<file path="config.mk">
export PLATFORM = sky130hd
export DESIGN_NAME = twist_equalizer_fir_flat
export DESIGN_NICKNAME = d
export VERILOG_FILES = /design/src/teq_pkg.sv /design/src/teq_stream_if.sv /design/src/twist_equalizer_fir.sv /design/src/teq_mac.sv /design/src/flat_wrapper.sv
export VERILOG_INCLUDE_DIRS = /design/src /design/src/src
export SDC_FILE = /design/constraint.sdc
export NUM_CORES = 1
export LEC_CHECK = 0
export ABC_AREA = 1
export BUFFER_PORTS_ARGS = -buffer_cell sky130_fd_sc_hd__buf_4
export CAP_MARGIN = 20
export CORE_MARGIN = 5
export CORE_UTILIZATION = 55
export DETAILED_ROUTE_END_ITERATION = 16
export PLACE_DENSITY = 0.71
export REMOVE_ABC_BUFFERS = 1
export SLEW_MARGIN = 5
export SYNTH_ARGS = -nofsm -noshare
export SYNTH_HDL_FRONTEND = slang
export SYNTH_SLANG_ARGS = --single-unit
</file>
<file path="constraint.sdc">
create_clock -name clock -period 8.5 [get_ports clock]
set_clock_uncertainty 0.2 [all_clocks]
set_input_delay 0.425 -clock clock [delete_from_list [all_inputs] [get_ports clock]]
set_output_delay 0.425 -clock clock [all_outputs]
set_load 0.02 [all_outputs]
</file>
<file path="src/twist_equalizer_fir_assert.svh">
// Assertion macros for the twist equalizer block.
// Used by the top level only; needs signals named clock and reset in scope.
`ifndef TWIST_EQUALIZER_FIR_ASSERT_SVH
`define TWIST_EQUALIZER_FIR_ASSERT_SVH
`ifndef SYNTHESIS
// same-cycle implication
`define TEQ_ASSERT_NOW(label, ante, cons) \
   label: assert property (@(posedge clock) disable iff (reset) (ante) |-> (cons)) \
      else $error("twist_equalizer_fir: assertion failed");
// next-cycle implication
`define TEQ_ASSERT_NEXT(label, ante, cons) \
   label: assert property (@(posedge clock) disable iff (reset) (ante) |=> (cons)) \
      else $error("twist_equalizer_fir: assertion failed");
`else
`define TEQ_ASSERT_NOW(label, ante, cons)
`define TEQ_ASSERT_NEXT(label, ante, cons)
`endif
`endif

</file>
<file path="src/teq_pkg.sv">
// Package for the twist equalizer: widths, types and the coefficient table.
// No dependencies.
package teq_pkg;

   localparam int TAP_COUNT  = 9;
   localparam int HALF_COUNT = (TAP_COUNT + 1) / 2;
   localparam int SET_COUNT  = 19;
   localparam int SAMPLE_W   = 16;
   localparam int ACC_W      = 32;
   localparam int TWIST_W    = 5;
   localparam int TAP_IDX_W  = $clog2(TAP_COUNT);
   localparam int HALF_IDX_W = $clog2(HALF_COUNT);
   localparam int SET_IDX_W  = $clog2(SET_COUNT);
   localparam int FRAC_BITS  = 15;

   typedef logic signed [SAMPLE_W-1:0] sample_type;
   typedef logic signed [SAMPLE_W-1:0] coef_type;
   typedef logic signed [ACC_W-1:0]    acc_type;
   typedef logic signed [TWIST_W-1:0]  twist_type;
   typedef logic [TAP_IDX_W-1:0]       tap_idx_type;
   typedef logic [HALF_IDX_W-1:0]      half_idx_type;
   typedef logic [SET_IDX_W-1:0]       set_idx_type;

   typedef struct packed {
      logic clear;
      logic issue;
   } mac_ctrl_type;

   localparam twist_type   TWIST_RESET  = 5'sd6;
   localparam twist_type   TWIST_MIN    = -5'sd6;
   localparam twist_type   TWIST_MAX    = 5'sd12;
   localparam twist_type   TWIST_OFFSET = 5'sd6;
   localparam tap_idx_type TAP_LAST     = tap_idx_type'(TAP_COUNT - 1);
   localparam tap_idx_type TAP_CENTER   = tap_idx_type'(HALF_COUNT - 1);
   localparam sample_type  SAMPLE_MAX   = 16'sh7FFF;
   localparam sample_type  SAMPLE_MIN   = 16'sh8000;

   // outer taps up to the center; the other half mirrors
   localparam coef_type COEF_HALF [SET_COUNT][HALF_COUNT] = '{
      '{  16'sd89,   -16'sd1473, -16'sd5396, -16'sd9722,  16'sd32767 },
      '{  16'sd67,   -16'sd1516, -16'sd5381, -16'sd9603,  16'sd32767 },
      '{  16'sd40,   -16'sd1566, -16'sd5361, -16'sd9460,  16'sd32767 },
      '{  16'sd9,    -16'sd1624, -16'sd5334, -16'sd9287,  16'sd32767 },
      '{ -16'sd30,   -16'sd1691, -16'sd5296, -16'sd9074,  16'sd32767 },
      '{ -16'sd79,   -16'sd1769, -16'sd5241, -16'sd8806,  16'sd32767 },
      '{ -16'sd137,  -16'sd1855, -16'sd5161, -16'sd8469,  16'sd32767 },
      '{ -16'sd211,  -16'sd1950, -16'sd5036, -16'sd8026,  16'sd32767 },
      '{ -16'sd299,  -16'sd2040, -16'sd4841, -16'sd7444,  16'sd32767 },
      '{ -16'sd402,  -16'sd2101, -16'sd4510, -16'sd6627,  16'sd32767 },
      '{ -16'sd497,  -16'sd2047, -16'sd3919, -16'sd5444,  16'sd32767 },
      '{ -16'sd493,  -16'sd1638, -16'sd2767, -16'sd3593,  16'sd32767 },
      '{  16'sd0,     16'sd0,     16'sd0,     16'sd0,     16'sd32767 },
      '{ -16'sd3320,  16'sd6906,  16'sd3482, -16'sd22842, 16'sd32767 },
      '{ -16'sd3082,  16'sd6962,  16'sd3210, -16'sd22701, 16'sd32767 },
      '{ -16'sd2765,  16'sd7022,  16'sd2857, -16'sd22515, 16'sd32767 },
      '{ -16'sd2336,  16'sd7079,  16'sd2391, -16'sd22265, 16'sd32767 },
      '{ -16'sd1745,  16'sd7116,  16'sd1768, -16'sd21919, 16'sd32767 },
      '{ -16'sd950,   16'sd7092,  16'sd954,  -16'sd21447, 16'sd32767 }
   };

   function automatic coef_type coef_lookup(input set_idx_type set_idx,
                                            input tap_idx_type tap_idx);
      tap_idx_type folded;
      folded = (tap_idx > TAP_CENTER) ? tap_idx_type'(TAP_LAST - tap_idx) : tap_idx;
      return COEF_HALF[set_idx][folded[HALF_IDX_W-1:0]];
   endfunction

endpackage

</file>
<file path="src/teq_stream_if.sv">
// Valid/ready channel interfaces for the twist equalizer sample streams.
// Depends on teq_pkg for the sample type.
interface teq_req_if
   import teq_pkg::*;
   ();
   logic       valid;
   logic       ready;
   sample_type sample_in;

   modport source (output valid, output sample_in, input ready);
   modport sink   (input valid, input sample_in, output ready);
endinterface

interface teq_rsp_if
   import teq_pkg::*;
   ();
   logic       valid;
   logic       ready;
   sample_type sample_out;

   modport source (output valid, output sample_out, input ready);
   modport sink   (input valid, input sample_out, output ready);
endinterface

</file>
<file path="src/twist_equalizer_fir.sv">
// Nine-tap symmetric FIR equalizer for Q15 samples. One request beat gives one
// response beat. From acceptance to the earliest next acceptance each sample passes
// through these steps: one multiplier is shared across the nine taps, then the product
// register drains, the result is truncated and saturated, and the idle state takes
// the next beat. A new sample is taken while a finished result still
// waits on the response side; the next result then holds the block until that beat
// leaves. The twist setting (-6..12, clamped) picks one of
// nine-teen coefficient sets; write it only while the block is idle. The
// eight-sample history is cleared by reset and kept across setting changes.
`include "twist_equalizer_fir_assert.svh"

module twist_equalizer_fir
   import teq_pkg::*;
(
   input  logic             clock,
   input  logic             reset,
   teq_req_if.sink          req_bus,
   teq_rsp_if.source        rsp_bus,
   input  logic             csr_wr_en,
   input  logic [TWIST_W-1:0] csr_wr_data
);

   typedef enum logic [1:0] {
      ST_IDLE,
      ST_MAC,
      ST_DRAIN,
      ST_DONE
   } state_type;

   state_type    state_ff, state_in;
   tap_idx_type  cnt_ff, cnt_in;
   sample_type   taps_ff [TAP_COUNT];
   sample_type   taps_in [TAP_COUNT];
   logic         rsp_valid_ff, rsp_valid_in;
   sample_type   rsp_data_ff, rsp_data_in;
   twist_type    twist_ff, twist_in;

   twist_type    twist_clamped;
   set_idx_type  set_idx;
   mac_ctrl_type mac_ctrl;
   acc_type      acc;
   sample_type   sat_value;
   logic         req_accept;
   logic         out_free;

   always_comb begin
      priority if (twist_ff < TWIST_MIN) begin
         twist_clamped = TWIST_MIN;
      end else if (twist_ff > TWIST_MAX) begin
         twist_clamped = TWIST_MAX;
      end else begin
         twist_clamped = twist_ff;
      end
   end
   assign set_idx = set_idx_type'($unsigned(twist_type'(twist_clamped + TWIST_OFFSET)));

   // acc >> 15 is a 17-bit value; it fits in 16 bits when its top two bits agree
   always_comb begin
      if (acc[ACC_W-1] != acc[ACC_W-2]) begin
         sat_value = acc[ACC_W-1] ? SAMPLE_MIN : SAMPLE_MAX;
      end else begin
         sat_value = sample_type'(acc[ACC_W-2:FRAC_BITS]);
      end
   end

   assign req_accept = req_bus.valid && req_bus.ready;
   assign out_free   = !rsp_valid_ff || rsp_bus.ready;

   always_comb begin
      state_in     = state_ff;
      cnt_in       = cnt_ff;
      taps_in      = taps_ff;
      rsp_valid_in = rsp_valid_ff && !rsp_bus.ready;
      rsp_data_in  = rsp_data_ff;
      twist_in     = csr_wr_en ? twist_type'(csr_wr_data) : twist_ff;
      mac_ctrl     = '0;
      unique case (state_ff)
         ST_IDLE: begin
            if (req_accept) begin
               // shift in the new sample; the oldest history entry drops out
               taps_in[0] = req_bus.sample_in;
               for (int i = 1; i < TAP_COUNT; i++) begin
                  taps_in[i] = taps_ff[i-1];
               end
               cnt_in         = '0;
               mac_ctrl.clear = 1'b1;
               state_in       = ST_MAC;
            end
         end
         ST_MAC: begin
            // rotate so tap cnt sits at slot 0; nine steps restore the order
            mac_ctrl.issue = 1'b1;
            for (int i = 0; i < TAP_COUNT - 1; i++) begin
               taps_in[i] = taps_ff[i+1];
            end
            taps_in[TAP_COUNT-1] = taps_ff[0];
            if (cnt_ff == TAP_LAST) begin
               state_in = ST_DRAIN;
            end else begin
               cnt_in = cnt_ff + tap_idx_type'(1);
            end
         end
         ST_DRAIN: begin
            state_in = ST_DONE;
         end
         ST_DONE: begin
            if (out_free) begin
               rsp_valid_in = 1'b1;
               rsp_data_in  = sat_value;
               state_in     = ST_IDLE;
            end
         end
         default: begin
            state_in = ST_IDLE;
         end
      endcase
   end

   always_ff @(posedge clock) begin
      if (reset) begin
         state_ff     <= ST_IDLE;
         cnt_ff       <= '0;
         rsp_valid_ff <= 1'b0;
         twist_ff     <= TWIST_RESET;
         for (int i = 0; i < TAP_COUNT; i++) begin
            taps_ff[i] <= '0;
         end
      end else begin
         state_ff     <= state_in;
         cnt_ff       <= cnt_in;
         rsp_valid_ff <= rsp_valid_in;
         twist_ff     <= twist_in;
         taps_ff      <= taps_in;
      end
      rsp_data_ff <= rsp_data_in;
   end

   teq_mac u_mac (
      .clock (clock),
      .reset (reset),
      .ctrl  (mac_ctrl),
      .coef  (coef_lookup(set_idx, cnt_ff)),
      .tap   (taps_ff[0]),
      .acc   (acc)
   );

   assign req_bus.ready      = (state_ff == ST_IDLE);
   assign rsp_bus.valid      = rsp_valid_ff;
   assign rsp_bus.sample_out = rsp_data_ff;

   `TEQ_ASSERT_NEXT(a_busy_after_accept, req_accept, !req_bus.ready && acc == '0)
   `TEQ_ASSERT_NEXT(a_result_loaded, state_ff == ST_DONE && out_free, rsp_bus.valid)
   `TEQ_ASSERT_NOW(a_cnt_in_range, state_ff == ST_MAC, cnt_ff <= TAP_LAST)

endmodule

</file>
<file path="src/teq_mac.sv">
// Shared multiply-accumulate unit: registered 16x16 product, 32-bit wrapping sum.
// Depends on teq_pkg.
module teq_mac
   import teq_pkg::*;
(
   input  logic         clock,
   input  logic         reset,
   input  mac_ctrl_type ctrl,
   input  coef_type     coef,
   input  sample_type   tap,
   output acc_type      acc
);

   acc_type prod_ff, prod_in;
   logic    prod_vld_ff, prod_vld_in;
   acc_type acc_ff, acc_in;

   always_comb begin
      prod_in     = acc_type'(coef) * acc_type'(tap);
      prod_vld_in = ctrl.issue;
      if (ctrl.clear) begin
         acc_in = '0;
      end else if (prod_vld_ff) begin
         acc_in = acc_ff + prod_ff;   // wraps mod 2^32
      end else begin
         acc_in = acc_ff;
      end
   end

   always_ff @(posedge clock) begin
      if (reset) begin
         prod_vld_ff <= 1'b0;
      end else begin
         prod_vld_ff <= prod_vld_in;
      end
      prod_ff <= prod_in;
      acc_ff  <= acc_in;
   end

   assign acc = acc_ff;

endmodule
</file>
<file path="src/flat_wrapper.sv">
// flat-port wrapper written by rule: the top's interface ports become plain ports
module twist_equalizer_fir_flat import teq_pkg::*;
  (clock, reset, csr_wr_en, csr_wr_data, req_bus_valid, req_bus_sample_in, req_bus_ready, rsp_bus_valid, rsp_bus_sample_out, rsp_bus_ready);
  teq_req_if req_bus_i ();
  teq_rsp_if rsp_bus_i ();
  input  logic clock;
  input  logic reset;
  input  logic csr_wr_en;
  input  logic [TWIST_W-1:0] csr_wr_data;
  input wire logic [$bits(req_bus_i.valid)-1:0] req_bus_valid;
  input wire logic [$bits(req_bus_i.sample_in)-1:0] req_bus_sample_in;
  output wire logic [$bits(req_bus_i.ready)-1:0] req_bus_ready;
  output wire logic [$bits(rsp_bus_i.valid)-1:0] rsp_bus_valid;
  output wire logic [$bits(rsp_bus_i.sample_out)-1:0] rsp_bus_sample_out;
  input wire logic [$bits(rsp_bus_i.ready)-1:0] rsp_bus_ready;
  assign req_bus_i.valid = req_bus_valid;
  assign req_bus_i.sample_in = req_bus_sample_in;
  assign req_bus_ready = req_bus_i.ready;
  assign rsp_bus_valid = rsp_bus_i.valid;
  assign rsp_bus_sample_out = rsp_bus_i.sample_out;
  assign rsp_bus_i.ready = rsp_bus_ready;
  twist_equalizer_fir u_core (.clock(clock), .reset(reset), .req_bus(req_bus_i), .rsp_bus(rsp_bus_i), .csr_wr_en(csr_wr_en), .csr_wr_data(csr_wr_data));
endmodule
</file>
[Word level (Yosys, flattened, before mapping)]
Memories as Yosys holds them, arrays and structs flattened.
Cells that the tools add are included.
Word-level totals
  input port bits: 26
  memories: 1
  output and inout port bits: 18
  bits in read-only memories: 2560
  register bits: 237
Memories
  (name not given): words 32, bits a word 80, read ports 1, clocked after memory_dff 0, write ports 0, RTL line teq_pkg.sv:65  | return COEF_HALF[set_idx][folded[HALF_IDX_W-1:0]];
Cells by class
  add/subtract/negate cells: 4
  multiply operators: 1
  order comparisons: 5
  reduce and logical (&&, ||, !) cells: 11
  muxes and demuxes: 24
  bitwise gates (word level): 2
  eq/ne operators: 9
Operators with widths (number)
  case mux 144 bit (2 select lines): 1
  two-way mux 80 bit: 2
  two-way mux 144 bit: 1
  two-way mux 16 bit: 4
  binary-select mux 16 bit (select 3 bit): 1
  adder 32 bit: 1
  multiplier 16 x 16 -> 32 bit: 1
  two-way mux 5 bit: 2
  two-way mux 4 bit: 2
  case mux 2 bit (4 select lines): 1
  case mux 4 bit (2 select lines): 1
  >= comparator 6 bit (second input constant): 1
  two-way mux 2 bit: 3
  inverter 5 -> 6 bit: 1
  AND reduction 3 bit: 2
  adder 5 x 4 -> 5 bit (second input constant): 1
  > comparator 5 bit (second input constant): 1
  < comparator 5 x 4 -> 1 bit (second input constant): 1
  two-way mux 1 bit: 5
  adder 4 x 1 -> 4 bit (second input constant): 1
  equality test 2 bit (second input constant): 2
  equality test 4 bit (second input constant): 1
  >= comparator 4 bit (second input constant): 1
  > comparator 4 x 3 -> 1 bit (second input constant): 1
  13 further kinds: 18

[Longest topological paths before layout]
Gate-level depths: netlist of the first run.
  word-level depth: 12
  gate-level depth with buffers: 44

[Hierarchy]
From an unflattened synthesis of the first run, not the netlist that was laid out.
Second synthesis, totals
  cell total of the unflattened synthesis: 3421
  area total of the unflattened synthesis: 23909.2 um2
By module, submodules not included
  teq_mac: cells an instance 1974, times used 1, area an instance 14480.1 um2
  twist_equalizer_fir: cells an instance 1447, times used 1, area an instance 9429.0 um2

[Worst setup path after synthesis of the first run]
No wires, ideal clock.
  path type: register to register
  from: register u_core.twist_ff[1]
  to: register u_core.u_mac.prod_ff[28]
  setup time: 0.126 ns
  data required time: 8.174 ns
  path buffers: 2
  clock period less this slack: 7.825 ns
  stages on the path, launching flop included: 35
  path slack: 0.675 ns
  data arrival time: 7.499 ns
  cells stage by stage: dfxtp_1 -> nor2_2 -> o21ai_4 -> nand2_4 -> inv_1 -> ha_1 -> o21bai_1 -> nand2_4 -> inv_2 -> buf_6 -> buf_6 -> ha_1 -> nor2_1 -> nor2_1 -> inv_1 -> nand2_1 -> nand2_1 -> nand3_4 -> nor2_1 -> inv_1 -> fa_1 -> inv_1 -> fa_1 -> fa_1 -> fa_1 -> fa_1 -> inv_1 -> fa_1 -> inv_1 -> ha_1 -> a21oi_1 -> o21ai_0 -> a211oi_1 -> o211ai_1 -> xor2_1
Between the ends
  word-level cells in the longest chain between the ends: 12
RTL lines
  start: declaration: RTL line twist_equalizer_fir.sv:36  | twist_type twist_ff, twist_in;
  start signal: assignment: RTL line twist_equalizer_fir.sv:132  | twist_ff <= twist_in;
  > comparator 5 bit: RTL line twist_equalizer_fir.sv:49  | end else if (twist_ff > TWIST_MAX) begin
  two-way mux 5 bit: RTL line twist_equalizer_fir.sv:49
  two-way mux 5 bit (*): RTL line twist_equalizer_fir.sv:47  | priority if (twist_ff < TWIST_MIN) begin
  adder 5 x 4 -> 5 bit (*): RTL line twist_equalizer_fir.sv:55  | assign set_idx = set_idx_type'($unsigned(twist_type'(twist_clamped + TWIST_OFFSET)));
  inverter 5 -> 6 bit (implied by the code) (*): RTL line teq_pkg.sv:65
  memory read (32 x 80 bit) (*)
  two-way mux 80 bit (implied by the code) (*) (2 in series): RTL line teq_pkg.sv:65
  binary-select mux 16 bit (select 3 bit) (*): RTL line teq_pkg.sv:65
  two-way mux 16 bit (implied by the code) (*) (2 in series): RTL line teq_pkg.sv:65
  multiplier 16 x 16 -> 32 bit (*): RTL line teq_mac.sv:19  | prod_in = acc_type'(coef) * acc_type'(tap);
  named net u_core.u_mac.prod_in[28]: RTL line teq_mac.sv:14  | acc_type prod_ff, prod_in;
  end signal: assignment: RTL line teq_mac.sv:36  | prod_ff <= prod_in;
  end: declaration: RTL line teq_mac.sv:14
The timed path passes the listed nets; every way through them passes the cells marked *. The select of a mux whose other input is x is not followed.
A chain may end at the register's enable or synchronous reset.

[Final worst setup path of the first run]
  from: register u_core.twist_ff[2]
  to: register u_core.u_mac.prod_ff[19]
The elaborated chain is that of the path after synthesis.

==> flow_results.org, run 1 <==
** Synthesis
- Total of flip-flops plus latches after synthesis :: 237
- Yosys printed 0 warnings.
- In the synthesized netlist the dominant register cell turns out to be dfxtp_1.
- The synthesized netlist contains 54 unique library cells.
- Count of flip-flops with a built-in enable after synthesis :: 16
- Synthesis produced between 3,000 and 4,000 cells.
- Synth Area per Inst :: 7.52 um^2
- Sequential element share of the synthesized area :: 21.5%
- Async set-reset flop share out of synthesis :: 0%
- Post-Synthesis Cell Area :: 22,800 um^2

** CTS
- The clock passes through at most 3 buffers.
- Depth of the CTS H-tree :: 1
- Clock sink total :: ~240
- CTS tree :: yes
- Clock-pin slew was measured on the worst setup and hold paths at around 0.060 ns.
- Buffers inserted during clock tree synthesis total 27.
- Clk_lat worst skew :: 0.57 ns
- The tree is rooted in a clkbuf_16.

** Timing
- Max Transition Viols Final :: 0
- Final worst-path cycle share :: 96.1%
- Final hold viol count :: 0
- Final Critical Period :: 8.17 ns
- Achievable Freq :: around 120 MHz
- Worst slew slack as a fraction of its limit :: 29.8%
- Measured slew at the worst slew-check pin :: 1.05 ns
- Final setup fails :: 0
- Unrepaired setup endpoints after global routing :: false
- Hold timing on the final database bottoms out at a slack of 0.148 ns.

** Floorplanning
- After floorplanning, the core was sized to cover about 41,000 um^2.
- 44 I/O pins were placed.
- The initialized floorplan defines 74 standard-cell rows.
- Initial standard-cell utilization of the core :: 55.7%
- The die covers 45,600 um^2.
- The die is 214 um tall.
- The floorplan step set the die width to between 200 and 250 um.

** Layout
- Relative to the synthesized area, the layout overhead comes to 9.54%.
- Cell Count, Final, Fillers Out :: between 3,000 and 4,000
- Most frequent standard cell in the layout excluding fill and tap cells :: nand2_1
- Cells fill 61.1% of the core in the end.
- Leaving out fill and tap cells, the most frequent cells in the layout are nand2_1, inv_1, fa_1, o21ai_0, dfxtp_1.
- After the last flow step, the layout net total stands at 3,480.
- Antenna diode count :: 0
- Finished layout cell area :: 25,000 um^2
- The post-route netlist has 8.57% of its cells at a drive strength greater than 1.

** Route
- The first detailed-routing pass ran for 6 iterations.
- For this block, the via count after detailed routing is 20,500.
- DRC violations left :: 0
- Count of nets left with antenna violations after detail routing :: 0
- Iteration-0 DRC count of the detailed router :: ~2,000
- In the routed layout, each cell is associated on average with a via count of 5.68.
- In the final routed layout, each cell accounts on average for 17.6 um.
- Wires add up to 63.5 mm.

** GRT
- Wire length of the first global-routing pass :: 104 mm
- The number of global-route vias before repair came to 20,100.
- Overflow left after global routing :: 0
- Across every metal layer, demand over resource in global routing totals 28.0%.
- Antenna violations before repair :: 1
- Pin count of the biggest net entering global routing :: 262

** Setup path
- Most prevalent standard cell on the critical path :: fa_1
- STA classifies the critical path startpoint as a register.
- Worst path arrival time :: 8.39 ns
- Among all stages on the critical path, the largest delay is contributed by fa_1.
- Type of the worst setup path :: register to register
- Maximum cell stage delay along the critical path :: 0.57 ns
- Critical Path End Type :: register
- STA puts the critical path data required time at approximately 8.7 ns.
- Critical Path Fanout Max :: 14

** Placed design
- Final Wtd Congestion :: 1.02
- Once placement completed, the tool counted placed cells totaling 3,527.
- The placed instances occupy a cell area of around 24,000 um^2.
- Count of buffers from port buffering :: 43
- HPWL Detailed :: around 49 mm

** Outcome
- The flow ran to the end, and the final reports show no timing, DRC or antenna violations.

** Run
- The tool flagged a number of max-cap violations equal to 0.

** Hold path
- Path class of the lowest-slack min-delay path :: primary input to register
## through the flow
stage	setup slack [ns]	TNS, ns
2_1_floorplan	-13.73	-1715.90
3_3_place_gp	0.186	0
3_5_place_dp	0.0638	0
4_1_cts	0.0274	0
5_1_grt	0.00975	0
6_report	0.328	0
## cells by family (layout without fill, tap and decap cells)
| kind of cell | after synthesis | count (layout) | share of synthesized area [%] |
|---|---|---|---|
| compound gates | 658 | 658 | 16.1 |
| buf+inv | 628 | 672 | 10.7 |
| fa+ha+maj | 394 | 394 | 30.3 |
| simple gates | 1065 | 1065 | 19.3 |
| xor+xnor | 53 | 53 | 2.03 |
| flops | 237 | 237 | 21.5 |
## what timing repair did
item,CTS,global route
hold buffers,26,0
gates resized for setup,0,34
hold endpoints to repair,26,0
endpoints found under the setup margin,0,16
setup buffers,0,10
## cells in the mapped netlist, types with 9 or more instances
cell      count  area share [%]
o21bai_1     12            0.39
xor2_1       37             1.4
nor2_2       11            0.30
o21ai_0     255             5.6
xnor2_1      16            0.61
nor3_1       14            0.31
fa_1        263              23
clkbuf_1    116             1.9
nand2_4      11            0.54
nand4_1      17            0.47
nand3_1      91             2.0
inv_2         9            0.15
inv_1       466             7.7
ha_1        131             7.2
buf_2        16            0.35
dfxtp_1     221              19
edfxtp_1     16             2.1
a31oi_1     150             4.1
nand2_2      15            0.41
nor2_1      214             3.5
a21oi_1     182             4.0
nand2_1     678              11
o211ai_1     12            0.39
## critical path, delay by kind of cell, from the launching register on
family	cells	cell delay [ns]
AOI/OAI and AO/OA	7	1.42
xor gates and xnor gates	1	0.31
adders and majority gates	9	3.82
buffers and inverters	8	0.98
DFF	1	0.38
and+or+nand+nor	8	0.93
## final timing paths
kind | from | endpoint | slack (ns) | cells past startpoint
hold reg to reg | u_core.taps_ff[117] | u_core.taps_ff[133] | 0.28 | 2
setup reg to reg | u_core.twist_ff[2] | u_core.u_mac.prod_ff[19] | 0.33 | 33
setup / recovery | u_core.twist_ff[2] | u_core.u_mac.prod_ff[19] | 0.33 | 33
hold / removal | req_bus_valid | u_core.state_ff[1] | 0.15 | 3
## sequential cells by signal (all words and copies together), names as in the netlist
name / cells
u_core.twist_ff: 5
u_core.u_mac.prod_vld_ff: 1
u_core.state_ff: 2
u_core.taps_ff: 144
u_core.rsp_bus.valid: 1
u_core.cnt_ff: 4
u_core.u_mac.acc: 32
u_core.rsp_bus.sample_out: 16
u_core.u_mac.prod_ff: 32
## cell type report
type / instances / area [um^2]
clock buffers: 42 / 812
inverters: 477 / 1810
flip-flops and latches: 237 / 4910
repair buffers: 147 / 1180
well taps: 532 / 666
fillers: 3753 / 15900
clock inverters: 6 / 36.3
multi-input cells: 2170 / 15600
## routing by layer
| layer | vias up | track usage [%] | share of wire [%] |
|---|---|---|---|
| met1 | 9917 | 39.4 | 44 |
| met3 | 145 | 4.46 | 7.1 |
| met4 | 2 | 7.92 | 3.2 |
| li1 | 9737 | - | - |
| met5 | - | 0 | 0.020 |
| met2 | 700 | 45.2 | 46 |
Power of run 1 is not shown: default switching activity piles up to over one toggle a cycle in this logic, so the estimate is an artifact.
==> run 2, diff against run 1 <==
==> constraint.sdc (replaced) <==
create_clock -name clock -period 8.5 [get_ports clock]
set_clock_uncertainty 0.2 [all_clocks]
set_input_delay 0.85 -clock clock [delete_from_list [all_inputs] [get_ports clock]]
set_output_delay 0.85 -clock clock [all_outputs]
set_load 0.02 [all_outputs]
==> flow_results.org, run 2 (same netlist as run 1, synthesis figures left out) <==
** Outcome
- The run finished with clean final reports.

** Route
- After detailed routing, the number of remaining DRC violations is 0.
- The count of nets left with antenna violations once routing finished came out at 0.
- Total Wirelength :: around 63 mm
- The final route contains 20,400 vias.
- Number of search-and-repair iterations in the first detailed-routing pass :: 6
- Routed WL per cell :: 17.6 um
- After the first detailed-routing iteration, the DRC count stood at 1,852.
- In the routed layout, each cell is associated on average with a via count of 5.68.

** CTS
- After clock tree synthesis, the clock-pin slew on the worst setup and hold paths is 0.06 ns.
- Root buf cell :: clkbuf_16
- Clock latency on the worst-skew pair, taken at its later pin, is roughly 0.57 ns.
- For this design, the sink count on the clock tree is ~240.
- In this run, CTS created clock tree buffers numbering 27.
- TritonCTS built the clock tree.
- Depth of the CTS H-tree :: 1
- No sink is reached through more buffers than the 3 on the longest clock path.

** Setup path
- Data on the critical path is required at its endpoint by between 8 and 9 ns.
- Critical Path Fanout Max :: 14
- Tracing the worst setup path back leads to its startpoint at u_core.twist_ff[1].
- The worst setup path is of the register to register kind.
- For flop-to-flop paths, the worst setup slack is 0.33 ns.
- Most prevalent standard cell on the critical path :: inv_1
- RR Startpoint :: u_core.twist_ff[1]
- The largest single stage delay on the critical path is 0.63 ns.
- The worst setup path is launched from a register.
- Data on the critical path arrives at its endpoint at 8.40 ns.
- Standard cell with the maximum stage delay on the critical path :: fa_2
- Critical Path End Type :: register

** Timing
- Setup violations remaining at the end of the flow were counted as 0.
- Final Critical Period :: 8.17 ns
- Achievable Freq :: 122 MHz
- For the pin with the worst max-slew slack, the measured transition is around 1.0 ns.
- Of the available clock period, the critical path in the final layout requires 96.1%.
- Max Transition Viols Final :: 0
- The count of final hold-check violations is 0.
- The worst pin sits at a relative slew slack of 30.0%.

** Floorplanning
- Total core area :: just over 40,000 um^2
- In this run the count of I/O pins placed on the die edge is 44.
- In this run the core area contains between 70 and 80 standard-cell rows.
- The floorplan step set the die width to 214 um.
- Measured along the y axis, the die boundary spans 214 um.
- Initial standard-cell utilization of the core :: 55.7%
- Overall die area :: 45,600 um^2

** Run
- Max-Cap Viols :: 0

** Layout
- Antenna diode count :: 0
- Compared with the post-synthesis result, the final layout area differs by 8.32%.
- The library cell used most frequently in the layout, excluding fill and tap cells, is nand2_1.
- Flip-flop count of the largest register after layout :: roughly 140
- Across the whole layout, storage elements account for 4910 um^2.
- Filler instances :: 3,792
- Most frequent cells in the layout :: nand2_1, inv_1, fa_1, o21ai_0, dfxtp_1
- Layout cells sized above 1 :: 8.65%
- Core Util, Final :: 60.4%
- For this run, the post-layout net count is between 3,000 and 4,000.
- In the final layout, the multi-input gates occupy 15,600 um^2.
- Ranked by flip-flop count, first place goes to u_core.taps_ff.
- Once layout is complete, the cells apart from fillers number 3,585.

** GRT
- The first global-routing pass estimated 103 mm of wire.
- Antenna violations before repair :: 1
- The number of global-route vias before repair was about 20,000.
- Entering global routing, the biggest net connects between 200 and 300 pins.
- The total overflow left after global routing is 0.
- Global routing used 27.8% of the available tracks.

** Hold path
- The tightest min-delay check is of the register to register type.
- Hold path start :: u_core.taps_ff[0]

** Placed design
- Final Wtd Congestion :: 1.02
- The count of buffers added on input and output ports is 43.
- Number of placed instances, taps included :: 3,527
- The HPWL after detailed placement is a little under 50 mm.
==> run 2: area by class of cell <==
cell class | instances | area share, %
sequential | 237 | 19.9
clock inverter | 6 | 0.147
multi-input combinational | 2170 | 63.0
timing repair buffer | 121 | 3.74
clock buffer | 42 | 3.29
tap | 532 | 2.69
inverter | 477 | 7.31
==> run 2: metal layers <==
layer	part of all wire [%]	wire, um	global-route usage, %
met3	7.1	4460	4.46
met4	3.1	1980	7.92
met1	44	27600	39.2
met5	0.021	13	0
met2	46	29000	45.0
==> run 2: final timing paths <==
kind / endpoint / cells past startpoint
setup / recovery: u_core.u_mac.prod_ff[28] / 35
hold reg to reg: u_core.taps_ff[16] / 2
setup reg to reg: u_core.u_mac.prod_ff[28] / 35
hold / removal: u_core.taps_ff[16] / 2
==> run 2: repair_timing <==
item,CTS,global route
setup endpoints to repair,0,16
setup buffers,0,10
resized for setup,0,30
hold buffers,0,0
==> run 2: per-stage QoR <==
stage / setup TNS, ns / setup slack, ns / hold slack, ns / cell area (um^2)
2_1_floorplan: -1715.90 / -13.73 / 0.253 / 22200
3_3_place_gp: 0 / 0.186 / 0.261 / 23700
3_5_place_dp: 0 / 0.0638 / 0.264 / 23700
4_1_cts: 0 / 0.0274 / 0.270 / 24500
5_1_grt: -0.00533 / -0.00533 / 0.299 / 24700
6_report: 0 / 0.334 / 0.276 / 24700
==> run 2: critical path: cells and delay by family (launching register included) <==
family | cells | cell delay [ns]
xor gates and xnor gates | 1 | 0.17
AOI/OAI and AO/OA | 5 | 1.12
and+or+nand+nor | 11 | 1.28
DFF | 1 | 0.37
buffers and inverters | 9 | 0.96
adders and majority gates | 9 | 3.92
Power of run 2 is left out for the same reason.
